**src/design/insertion_sort_key_payload_core_macros.svh**
```systemverilog
// Assertion macros for the insertion sort core.
`ifndef INSERTION_SORT_KEY_PAYLOAD_CORE_MACROS_SVH
`define INSERTION_SORT_KEY_PAYLOAD_CORE_MACROS_SVH

`ifndef ASSERT_OFF
`define ISK_ASSERT(lbl, clk, rst_n, expr, msg) \
  lbl: assert property (@(posedge clk) disable iff (!rst_n) (expr)) else $error(msg);
`define ISK_ASSERT_NEXT(lbl, clk, rst_n, pre, post, msg) \
  lbl: assert property (@(posedge clk) disable iff (!rst_n) (pre) |=> (post)) else $error(msg);
`else
`define ISK_ASSERT(lbl, clk, rst_n, expr, msg)
`define ISK_ASSERT_NEXT(lbl, clk, rst_n, pre, post, msg)
`endif

`endif

```
**src/design/isk_pkg.sv**
```systemverilog
// Shared types and constants of the insertion sort core.
package isk_pkg;

  localparam int unsigned KeyW       = 32;
  localparam int unsigned PayloadW   = 32;
  localparam int unsigned MaxItemsDef = 32;

  typedef logic signed [KeyW-1:0]     key_t;
  typedef logic signed [PayloadW-1:0] payload_t;

  typedef struct packed {
    logic insert;
    logic shift_out;
  } cell_ctrl_t;

endpackage

```
**src/design/isk_cell.sv**
```systemverilog
// One cell of the sorting chain: holds a key and its payload.
module isk_cell import isk_pkg::*; (
  input  logic       clk_i,
  input  cell_ctrl_t ctrl_i,
  input  logic       occupied_i,
  input  key_t       new_key_i,
  input  payload_t   new_payload_i,
  input  logic       left_gt_i,
  input  key_t       left_key_i,
  input  payload_t   left_payload_i,
  input  key_t       right_key_i,
  input  payload_t   right_payload_i,
  output logic       gt_o,
  output key_t       key_o,
  output payload_t   payload_o
);

  key_t     key_q;
  payload_t payload_q;

  assign gt_o      = !occupied_i || (key_q > new_key_i);
  assign key_o     = key_q;
  assign payload_o = payload_q;

  always_ff @(posedge clk_i) begin
    if (ctrl_i.insert) begin
      if (gt_o) begin
        if (left_gt_i) begin
          key_q     <= left_key_i;
          payload_q <= left_payload_i;
        end else begin
          key_q     <= new_key_i;
          payload_q <= new_payload_i;
        end
      end
    end else if (ctrl_i.shift_out) begin
      key_q     <= right_key_i;
      payload_q <= right_payload_i;
    end
  end

endmodule

```
**config.mk**
```make
export PLATFORM = sky130hd
export DESIGN_NAME = isk_cell
export DESIGN_NICKNAME = d
export VERILOG_FILES = /design/src/design/insertion_sort_key_payload_core_macros.svh /design/src/design/isk_pkg.sv /design/src/design/isk_cell.sv
export SDC_FILE = /design/constraint.sdc
export NUM_CORES = 1
export LEC_CHECK = 0
export ABC_CLOCK_PERIOD_IN_PS = 7200
export BUFFER_PORTS_ARGS = -buffer_cell sky130_fd_sc_hd__buf_2
export CORE_AREA = 2 2 102 104
export CTS_BUF_LIST = sky130_fd_sc_hd__clkbuf_8
export CTS_CLUSTER_DIAMETER = 50
export DETAILED_ROUTE_END_ITERATION = 10
export DIE_AREA = 0 0 104 106
export PLACE_DENSITY = 0.78
export SYNTH_ARGS = -nofsm -noshare
export SYNTH_HDL_FRONTEND = slang
export SYNTH_SLANG_ARGS = --single-unit
```
**constraint.sdc**
```tcl
create_clock -name clk_i -period 7.2 [get_ports clk_i]
set_input_delay 1.8 -clock clk_i [delete_from_list [all_inputs] [get_ports clk_i]]
set_output_delay 1.8 -clock clk_i [all_outputs]
set_load 0.005 [all_outputs]
```
# Yosys cells after proc, flatten, opt, wreduce, memory -nomap -nowiden
# Cells that the tools add are included.
[op_classes]
n_reduce_logical = 4
magnitude_cmp = 1
muxes = 8
eq_ne = 1
[ops]
columns = ["op", "n"]
rows = [
  ["32-bit two-way mux", 8],
  ["32-bit > comparator", 1],
  ["2-bit by 1-bit != test with 1-bit output, second input constant", 1],
  ["2-bit AND reduction", 1],
  ["2-bit nonzero test", 1],
  ["1-bit logical NOT", 1],
  ["1-bit logical OR", 1],
]
[totals]
out_inout_bits = 65
ff_bits = 64

# Longest topological paths before layout
# Gate-level depths: netlist of run 1.
[depth]
ltp_word = 4
mapped_depth = 8
depth_no_buf = 8

# Least setup slack after synthesis of run 1
# Ideal clock, no wire load.
[synth_timing]
path_kind = "input-to-reg"
startpoint = "in new_key_i[31]"
endpoint = "reg key_q[0], in the netlist key_o[0], enable pin"
required_time_ns = 6.674
slack_ns = 0.434
t_arrival_ns = 6.240
stages = 8
path_buffers = 0
cell_sequence = "inv_1 > ha_1 > nand4_2 > nor4_2 > nand4_1 > a31oi_1 > o221ai_1 > a31oi_1"
[synth_between]
elab_chain_len = 4
[synth_rtl]
columns = ["element", "line", "source"]
rows = [
  ["start: declaration", "isk_cell.sv:6", "input key_t new_key_i,"],
  ["32-bit > comparator", "isk_cell.sv:21", "assign gt_o = !occupied_i || (key_q > new_key_i);"],
  ["1-bit logical OR", "isk_cell.sv:21", ""],
  ["2-bit by 1-bit != test with 1-bit output (no line)", "--", ""],
  ["2-bit AND reduction (no line)", "--", ""],
  ["end signal: assignment", "isk_cell.sv:29", "key_q <= left_key_i;"],
  ["end signal: assignment", "isk_cell.sv:32", "key_q <= new_key_i;"],
  ["end signal: assignment", "isk_cell.sv:37", "key_q <= right_key_i;"],
  ["end: declaration", "isk_cell.sv:18", "key_t key_q;"],
]
# Every way passes these cells.
# A chain may end at the register's enable or synchronous reset.

# Final worst setup path of run 1
[layout_timing]
startpoint = "in new_key_i[31]"
endpoint = "out gt_o"
[layout_between]
elab_chain_len = 2
[layout_rtl]
columns = ["element", "line", "source"]
rows = [
  ["32-bit > comparator", "isk_cell.sv:21", ""],
  ["1-bit logical OR", "isk_cell.sv:21", ""],
  ["end: declaration", "isk_cell.sv:13", "output logic gt_o,"],
]
# Every way passes these cells.

==> key figures, run 1 <==
Synthesis
  • Asr flop ratio synth: 0%
  • Syn nets: 623
  • Synth Area in Compound Gates: 11.9%
  • Mapped cell area: 0.00406 mm2
  • Adder-Cell Fraction of Synth Area: 9.85%
  • Number of synthesized register bits: 64
  • Synth Flop Type: edfxtp_1
  • Mapped Avg Cell Area: 10.3 um2
  • Xor and xnor area share after synthesis: 0%
  • Post-synthesis sequential area ratio: 47.3%
  • Synth warnings: 0
  • Post-synth EDFFs: 64
  • Post-synthesis mux area share: 15.8%
  • Main combinational cell family by area after synthesis: multiplexers
  • Mapped Cells: 394
  • Synth unique cells: 27
  • Simple-gate share of the synthesized area: 9.98%

Clock network
  • TritonCTS clock tree: built
  • Clk_lat worst skew: 0.33 ns
  • Hold buffer count at cts: 0
  • CTS sink count: 64
  • TritonCTS buffer count: 9
  • Post-CTS setup buffer count: 0
  • Post-cts repair resize count: 0
  • CTS Root Cell: clkbuf_8
  • CTS Buffer Depth: 2
  • Clock-pin slew on the worst setup and hold paths: 0.08 ns
  • H-tree depth: 3

STA
  • RSZ-0062 raised after global routing: false
  • Clock skew: 0.0160 ns
  • Final setup violation count: 0
  • Max Freq: 0.183 GHz
  • Hold_ws: 1.49 ns
  • Worst slew pin tran: 1.12 ns
  • Worst slew margin: 25.6%
  • Final Cycle Share: 75.7%
  • Hold Fails Final Rpt: 0
  • Post-route minimum period: 5.45 ns
  • Final TNS setup: 0 ns
  • Slew Limit Fails: 0

Cells and area
  • Leading cell type in the layout, fill and taps excluded: buf_2
  • P&R area growth vs syn: 39.8%
  • Nets: 876
  • FILL cells: 914
  • Cell area after layout: 0.00568 mm2
  • Multi-input logic area: 0.00195 mm2
  • Layout cell share with drive strength beyond 1: 43.1%
  • Most frequent cells in the layout: buf_2, a21oi_1, nor2_1
  • Register Area: 0.00192 mm2
  • Final Instance Count excl. Fillers: 789

Setup path
  • Reg-to-reg slack, setup: 3.70 ns
  • Maximum fanout along the worst path: 3
  • Crit. path cell count: 10
  • Setup crit start: new_key_i[31]
  • Kind of critical path: input port to output pin
  • Max stage delay on crit path: 0.36 ns
  • Critical R2R Capture: key_o[15]
  • Worst-path cell chain: buf_2 -> inv_1 -> ha_1 -> nand4_2 -> nor4_2 -> nand4_1 -> a31oi_1 -> o221ai_1 -> nand2_1 -> buf_2
  • R2r startpoint: key_o[31]
  • R2R cell count: 8
  • Buf+Inv Stages, Crit Path: 3
  • CP arrival: 3.65 ns
  • Endpoint type of the worst setup path: output pin
  • CP Capture Point: gt_o
  • Cell family with most CP delay: simple AND/OR/NAND/NOR gates
  • Critical Path RT: 5.40 ns
  • Most common cell on crit path: buf_2
  • Slowest cell on crit path: nor4_2
  • Worst setup SP type: input port

Route
  • Detailed Route Iter0 Violations: 144
  • # DRC: 0
  • WL final: 11200 um
  • DRT antenna net count: 0
  • DR vias/cell: 4.83
  • Routed length per instance: 14.2 um
  • Vias post-DR: 3807
  • DRT Pass-1 Iters: 4

Pwr
  • Pwr dens: 181 mW/mm2
  • Peak VDD IR: 0.000111 V
  • Leak pwr: 2.90 nW
  • Pwr Total: 1.03 mW

Placed design
  • Placed cells: 772
  • Post-DP Area: 0.00550 mm2
  • # port buffers: 261
  • Gpl congestion: 0.852
  • DP HPWL: 8820 um

Floorplanning
  • Core Region: 0.0100 mm2
  • Initial Util: 40.6%
  • Rows: 37
  • Die Y: 106 um
  • Die area: 0.0110 mm2
  • I/O pins: 262
  • Die Wd: 104 um

Global routing
  • Pin count of the biggest net entering global routing: 89
  • Antenna violations before repair: 2
  • Total overflow reported by the global router: 0
  • GRT Total Usage: 19.8%
  • First-pass GRT wire length: 17500 um
  • Vias in the first global route: 3870

Job
  • Max_cap viols: 0

Min path
  • HP Class: flip-flop to flip-flop

Run status
  • Run status: complete, no violations
==> cell usage after synthesis, types with 2 or more instances <==
library cell,count,share of area [%]
edfxtp_1,64,47
a21oi_1,74,9.1
nor2_1,68,6.3
ha_1,32,9.9
nor4_2,2,0.62
clkbuf_1,14,1.3
a21o_1,5,0.92
a31oi_1,2,0.31
mux2i_1,64,16
nand2_1,9,0.83
inv_1,32,3.0
o21ai_0,3,0.37
nand2b_1,2,0.31
a221oi_1,2,0.43
buf_2,7,0.86
nand4_1,3,0.46
==> worst min path at each step <==
| stage | from | endpoint | slack [ns] | depth (start not counted) |
|---|---|---|---|---|
| finish | key_o[31] | key_o[22] | 1.49 | 4 |
| global route | key_o[31] | key_o[22] | 1.64 | 4 |
| CTS | key_o[31] | key_o[22] | 1.52 | 4 |
| detailed placement | key_o[31] | key_o[20] | 1.51 | 4 |
| global placement | key_o[31] | key_o[20] | 1.47 | 4 |
| floorplan | right_key_i[30] | key_o[30] | 2.03 | 2 |
==> registers in the layout, summed over array words and instances, names as in the netlist <==
| name | cells |
|---|---|
| key_o | 32 |
| payload_o | 32 |
==> stage by stage <==
step,util (%),setup WS [ns]
floorplan,-,0.434
global placement,55.0,1.67
detailed placement,55.0,1.69
CTS,56.8,1.69
global route,56.8,1.59
finish,56.8,1.75
==> cells by family after synthesis <==
family | count (synthesis)
AO/OA/AOI/OAI | 90
AND/OR/NAND/NOR | 90
multiplexers | 64
flip-flops | 64
buffers and inverters | 54
adder cells (fa/ha/maj) | 32
==> report_power, final <==
group / internal (mW) / leakage, nW / switching (mW)
clock: 0.155 / 0.107 / 0.141
combinational: 0.124 / 2.16 / 0.129
sequential: 0.462 / 0.633 / 0.0155
==> worst min-delay path, stage by stage, from the launching register on <==
cell and delay (ns):
edfxtp_1 0.35, ha_1 0.15, a21oi_1 0.05, o221ai_1 0.31, a31oi_4 0.43
==> routing by layer <==
layer | GRT usage [%] | wire [um] | up-vias
li1 | - | - | 1933
met1 | 22.1 | 4350 | 1694
met2 | 36.2 | 5810 | 161
met3 | 4.97 | 799 | 19
met4 | 7.82 | 226 | 0
met5 | 0 | 0 | -
==> final cells by class <==
| class | instances | area share (%) |
|---|---|---|
| inverter | 33 | 2.18 |
| timing repair buffer | 263 | 23.6 |
| clock buffer | 9 | 2.18 |
| multi-input combinational | 276 | 34.2 |
| tap | 136 | 2.99 |
| antenna | 1 | 0.0440 |
| clock inverter | 7 | 0.991 |
| sequential | 64 | 33.8 |
Power figures use the tool's default switching activity.
==> run 2, diff against run 1 <==
--- a/config.mk
+++ b/config.mk
@@ -5,14 +5,14 @@
 export SDC_FILE = /design/constraint.sdc
 export NUM_CORES = 1
 export LEC_CHECK = 0
-export ABC_CLOCK_PERIOD_IN_PS = 7200
+export ABC_AREA = 1
+export ABC_CLOCK_PERIOD_IN_PS = 4700
 export BUFFER_PORTS_ARGS = -buffer_cell sky130_fd_sc_hd__buf_2
-export CORE_AREA = 2 2 102 104
+export CORE_UTILIZATION = 40
 export CTS_BUF_LIST = sky130_fd_sc_hd__clkbuf_8
 export CTS_CLUSTER_DIAMETER = 50
 export DETAILED_ROUTE_END_ITERATION = 10
-export DIE_AREA = 0 0 104 106
-export PLACE_DENSITY = 0.78
+export PLACE_DENSITY = 0.79
 export SYNTH_ARGS = -nofsm -noshare
 export SYNTH_HDL_FRONTEND = slang
 export SYNTH_SLANG_ARGS = --single-unit
==> constraint.sdc (replaced) <==
create_clock -name clk_i -period 4.7 [get_ports clk_i]
set_input_delay 1.175 -clock clk_i [delete_from_list [all_inputs] [get_ports clk_i]]
set_output_delay 1.175 -clock clk_i [all_outputs]
set_load 0.005 [all_outputs]
==> key figures, run 2 <==
STA
  • Hold Fails Final Rpt: 0
  • Max Freq: 0.263 GHz
  • Fin worst setup slack: 0.894 ns
  • Worst slew pin tran: 1.11 ns
  • Final setup violation count: 0
  • Slew Limit Fails: 0
  • RSZ-0062 raised after global routing: false
  • Hold_ws: 1.12 ns
  • Clock skew: 0.00955 ns
  • Worst slew margin: 25.9%
  • Final Cycle Share: 81.0%
  • Post-route minimum period: 3.81 ns
  • Final TNS setup: 0 ns

Route
  • Vias post-DR: 4364
  • DRT Pass-1 Iters: 4
  • WL final: 12500 um
  • Routed length per instance: 14.2 um
  • DR vias/cell: 4.94
  • Detailed Route Iter0 Violations: 160
  • # DRC: 0
  • DRT antenna net count: 0

Global routing
  • GRT Total Usage: 23.3%
  • Pin count of the biggest net entering global routing: 66
  • First-pass GRT wire length: 18700 um
  • Antenna violations before repair: 0
  • Total overflow reported by the global router: 0
  • Vias in the first global route: 4163

Floorplanning
  • Rows: 36
  • I/O pins: 262
  • Die Y: 103 um
  • Initial Util: 41.4%
  • Core Region: 0.00982 mm2
  • Die Wd: 103 um
  • Die area: 0.0106 mm2

Synthesis
  • Area leader, netlist: edfxtp_1
  • Mapped Cells: 496
  • Mapped cell area: 0.00406 mm2
  • Synth top area share: 47.3%
  • Synth unique cells: 22
  • Top cells by count, synth: nand2_1, o21ai_1, nor2_1
  • Largest cells by area after synthesis: edfxtp_1, o21ai_1, ha_1
  • Asr flop ratio synth: 0%
  • Post-synthesis sequential area ratio: 47.3%
  • Synth warnings: 0
  • Mapped Avg Cell Area: 8.19 um2
  • Synth Flop Type: edfxtp_1
  • Most common cell in the netlist: nand2_1
  • Number of synthesized register bits: 64
  • Syn nets: 725
  • Post-synth EDFFs: 64

Placed design
  • # port buffers: 261
  • Placed cells: 868
  • DP HPWL: 9300 um
  • Post-DP Area: 0.00547 mm2
  • Pre-CTS setup slack: 0.796 ns
  • Gpl congestion: 0.867

Clock network
  • CTS Buffer Depth: 2
  • CTS sink count: 64
  • Clk_lat worst skew: 0.34 ns
  • Post-CTS setup buffer count: 0
  • TritonCTS clock tree: built
  • Post-cts repair resize count: 0
  • TritonCTS buffer count: 9
  • Clock-pin slew on the worst setup and hold paths: 0.07 ns
  • CTS Root Cell: clkbuf_8
  • Hold buffer count at cts: 0
  • H-tree depth: 3

Cells and area
  • Final Util: 57.7%
  • Nets: 975
  • Most frequent cells in the layout: buf_2, nand2_1, o21ai_1
  • Cell area after layout: 0.00567 mm2
  • Register Area: 0.00192 mm2
  • Multi-input logic area: 0.00188 mm2
  • Final Instance Count excl. Fillers: 884
  • # diodes: 0
  • Leading cell type in the layout, fill and taps excluded: buf_2
  • Layout cell share with drive strength beyond 1: 38.5%
  • P&R area growth vs syn: 39.5%
  • FILL cells: 929

Setup path
  • Critical Path RT: 3.52 ns
  • Worst setup SP type: input port
  • CP arrival: 2.63 ns
  • Maximum fanout along the worst path: 4
  • Kind of critical path: input port to output pin
  • Endpoint type of the worst setup path: output pin

Pwr
  • Net Sw Power: 463 uW
  • Switching share of power: 28.1%
  • Leak pwr: 2.87 nW
  • Peak VDD IR: 0.000178 V
  • Pwr dens: 291 mW/mm2
  • Power share of the clock group: 30.7%
  • Pwr Total: 1.65 mW
  • Sequential Power Share: 44.9%
  • Power Internal: 1.19 mW
  • Logic pwr share: 24.4%

Run status
  • Run status: complete, no violations

Min path
  • HP Class: input port to flip-flop

Job
  • Max_cap viols: 0
[run 2: layout make-up]
class,count,share of cell area (%)
Inverter,42,2.78
Clock inverter,7,1.41
Timing Repair Buffer,266,23.7
Multi-Input combinational cell,363,33.1
Tap cell,133,2.94
Sequential cell,64,33.9
Clock buffer,9,2.18
[run 2: cell families after synthesis]
logic type	Yosys count	share of synthesized area (%)
buffers and inverters	69	6.59
flip-flops	64	47.3
AO/OA/AOI/OAI	147	18.3
adder cells (fa/ha/maj)	32	9.86
AND/OR/NAND/NOR	184	18.0
[run 2: final timing paths]
kind | from | to | slack [ns] | cells past startpoint
setup reg to reg | key_o[31] | payload_o[18] | 1.76 | 12
hold reg to reg | key_o[31] | key_o[12] | 1.58 | 6
setup / recovery | new_key_i[31] | gt_o | 0.89 | 11
hold / removal | right_payload_i[11] | payload_o[11] | 1.12 | 3
[run 2: power groups by stage]
stage	combinational, mW	clock [mW]	sequential (mW)
final	0.403	0.506	0.741
after global placement	0.393	0	0.749
after detailed placement	0.405	0	0.753
after floorplan	0.190	0	0.763
after global routing	0.458	0.542	0.747
after CTS	0.407	0.516	0.741
[run 2: critical path, cell delays in order]
cell and delay, ns:
buf_2 0.10, inv_1 0.05, ha_1 0.34, nand2_1 0.10
nor2_2 0.14, nand2_2 0.08, nor2_2 0.15, nand4_1 0.18
nand3_2 0.13, nand2_2 0.06, buf_2 0.12
[run 2: per-layer routing]
metal	GRT usage [%]	vias up	share of wire [%]	wire length, um
met4	10.9	0	2.6	329
li1	-	2181	-	-
met2	41.5	189	50	6330
met3	5.63	24	7.4	930
met5	0	-	0	0
met1	26.2	1970	39	4950
==> run 3, diff against run 2 <==
--- a/config.mk
+++ b/config.mk
@@ -5,8 +5,8 @@
 export SDC_FILE = /design/constraint.sdc
 export NUM_CORES = 1
 export LEC_CHECK = 0
-export ABC_AREA = 1
-export ABC_CLOCK_PERIOD_IN_PS = 4700
+export ABC_AREA = 0
+export ABC_CLOCK_PERIOD_IN_PS = 3310
 export BUFFER_PORTS_ARGS = -buffer_cell sky130_fd_sc_hd__buf_2
 export CORE_UTILIZATION = 40
 export CTS_BUF_LIST = sky130_fd_sc_hd__clkbuf_8
==> constraint.sdc (replaced) <==
create_clock -name clk_i -period 3.31 [get_ports clk_i]
set_input_delay 0.8275 -clock clk_i [delete_from_list [all_inputs] [get_ports clk_i]]
set_output_delay 0.8275 -clock clk_i [all_outputs]
set_load 0.005 [all_outputs]
==> key figures, run 3 (synthesis results as in run 1) <==
Run status
  • Run status: complete, no violations

Clock network
  • CTS sink count: 64
  • TritonCTS clock tree: built
  • Hold buffer count at cts: 0
  • H-tree depth: 3
  • Clock-pin slew on the worst setup and hold paths: 0.07 ns
  • CTS Root Cell: clkbuf_8
  • Clk_lat worst skew: 0.34 ns
  • TritonCTS buffer count: 9
  • CTS Buffer Depth: 2

Placed design
  • Gpl congestion: 0.818
  • Post-DP Area: 0.00571 mm2
  • # port buffers: 261
  • DP HPWL: 8980 um

STA
  • Final TNS setup: 0 ns
  • Max Freq: 0.308 GHz
  • Worst slew margin: 71.0%
  • Final setup violation count: 0
  • Final Cycle Share: 98.2%
  • Clock skew: 0.00891 ns
  • Hold Fails Final Rpt: 0
  • Slew Limit Fails: 0
  • Post-route minimum period: 3.25 ns
  • Worst slew pin tran: 0.435 ns
  • RSZ-0062 raised after global routing: true

Floorplanning
  • I/O pins: 262
  • Initial Util: 41.4%
  • Rows: 36
  • Core Region: 0.00982 mm2
  • Die area: 0.0106 mm2
  • Die Wd: 103 um
  • Die Y: 103 um

Setup path
  • Buf+Inv Stages, Crit Path: 3
  • Most common cell on crit path: buf_2
  • Cell family with most CP delay: compound AO/OA/AOI/OAI gates
  • Worst setup SP type: input port
  • Critical Path RT: 2.48 ns
  • Worst-path cell chain: buf_2 -> inv_1 -> ha_1 -> a21oi_1 -> o21ai_0 -> a221oi_2 -> a31oi_2 -> o221ai_2 -> nand2_1 -> buf_2
  • Maximum fanout along the worst path: 2
  • CP arrival: 2.42 ns
  • Slowest cell on crit path: ha_1
  • Max stage delay on crit path: 0.31 ns
  • Endpoint type of the worst setup path: output pin
  • Kind of critical path: input port to output pin

Cells and area
  • Leading cell type in the layout, fill and taps excluded: buf_2
  • FILL cells: 864
  • Cell area after layout: 0.00605 mm2
  • Register Area: 0.00192 mm2
  • Most frequent cells in the layout: buf_2, a21oi_1, nor2_1
  • Multi-input logic area: 0.00217 mm2
  • Final Util: 61.7%
  • Layout cell share with drive strength beyond 1: 48.4%
  • Nets: 887
  • P&R area growth vs syn: 49.0%

Route
  • Detailed Route Iter0 Violations: 55
  • Vias post-DR: 3893
  • WL final: 11500 um
  • Routed length per instance: 14.5 um
  • DRT antenna net count: 0
  • DR vias/cell: 4.90
  • # DRC: 0
  • DRT Pass-1 Iters: 4

Pwr
  • Peak VDD IR: 0.000214 V
  • Leak pwr: 2.96 nW
  • Pwr dens: 367 mW/mm2

Global routing
  • First-pass GRT wire length: 16800 um
  • Total overflow reported by the global router: 0
  • Antenna violations before repair: 2
  • Pin count of the biggest net entering global routing: 70
  • Vias in the first global route: 3750
  • GRT Total Usage: 21.0%

Job
  • Max_cap viols: 0

Min path
  • HP Class: input port to flip-flop
[run 3: cell count changes in the layout (fill, tap and decap cells not counted), moves of 14 or more]
cell     before  now
nand2_1     101    8
inv_1        42   23
a21oi_1      14   72
mux2i_1       0   64
ha_4          0   14
ha_1         32   18
o21ai_1     100    2
o21ai_0      30    2
[run 3: power breakdown]
group	internal, mW	leakage, nW	switching [mW]
combinational	0.327	2.25	0.307
clock	0.250	0.0801	0.288
sequential	1.00	0.633	0.0430
[run 3: stage by stage]
stage / instances / setup WS [ns] / power (mW) / hold WS, ns
floorplan: 394 / -0.243 / 1.36 / 1.05
global placement: 778 / -0.0744 / 1.63 / 1.14
detailed placement: 778 / -0.0435 / 1.66 / 1.15
CTS: 792 / 0.000962 / 2.20 / 0.782
global route: 795 / -0.0740 / 2.34 / 0.788
finish: 795 / 0.0603 / 2.22 / 0.800
[run 3: timing repair]
| item | 4_1_cts | 5_1_grt |
|---|---|---|
| pin swaps | 2 | 22 |
| endpoints found under the setup margin | 1 | 1 |
| cloned | 0 | 0 |
| setup buffers | 0 | 2 |
| resized for setup | 1 | 32 |
[run 3: routing by layer]
layer	up-vias	wire, um	share of wire [%]	track usage [%]
met4	2	287	2.5	9.43
met3	25	768	6.7	6.03
met1	1752	4580	40	23.0
li1	1951	-	-	-
met5	-	13	0.11	0
met2	163	5870	51	37.8
[run 3: worst paths after layout]
path / start / end / slack, ns / depth (start not counted)
max: new_key_i[7] / gt_o / 0.06 / 10
min: right_key_i[30] / key_o[30] / 0.80 / 3
max reg2reg: key_o[26] / payload_o[12] / 0.58 / 9
min reg2reg: key_o[31] / key_o[25] / 1.41 / 5
[run 3: cell type report]
class	count	share of cell area, %
sequential	64	31.7
clock inverter	5	0.310
multi-input combinational	276	35.8
antenna	1	0.0413
inverter	33	2.34
timing repair buffer	274	24.9
clock buffer	9	2.05
tap	133	2.75
[run 3: worst min-delay path, stage by stage]
cell,delay (ns)
buf_2,0.07
nor2_1,0.03
a21oi_1,0.09
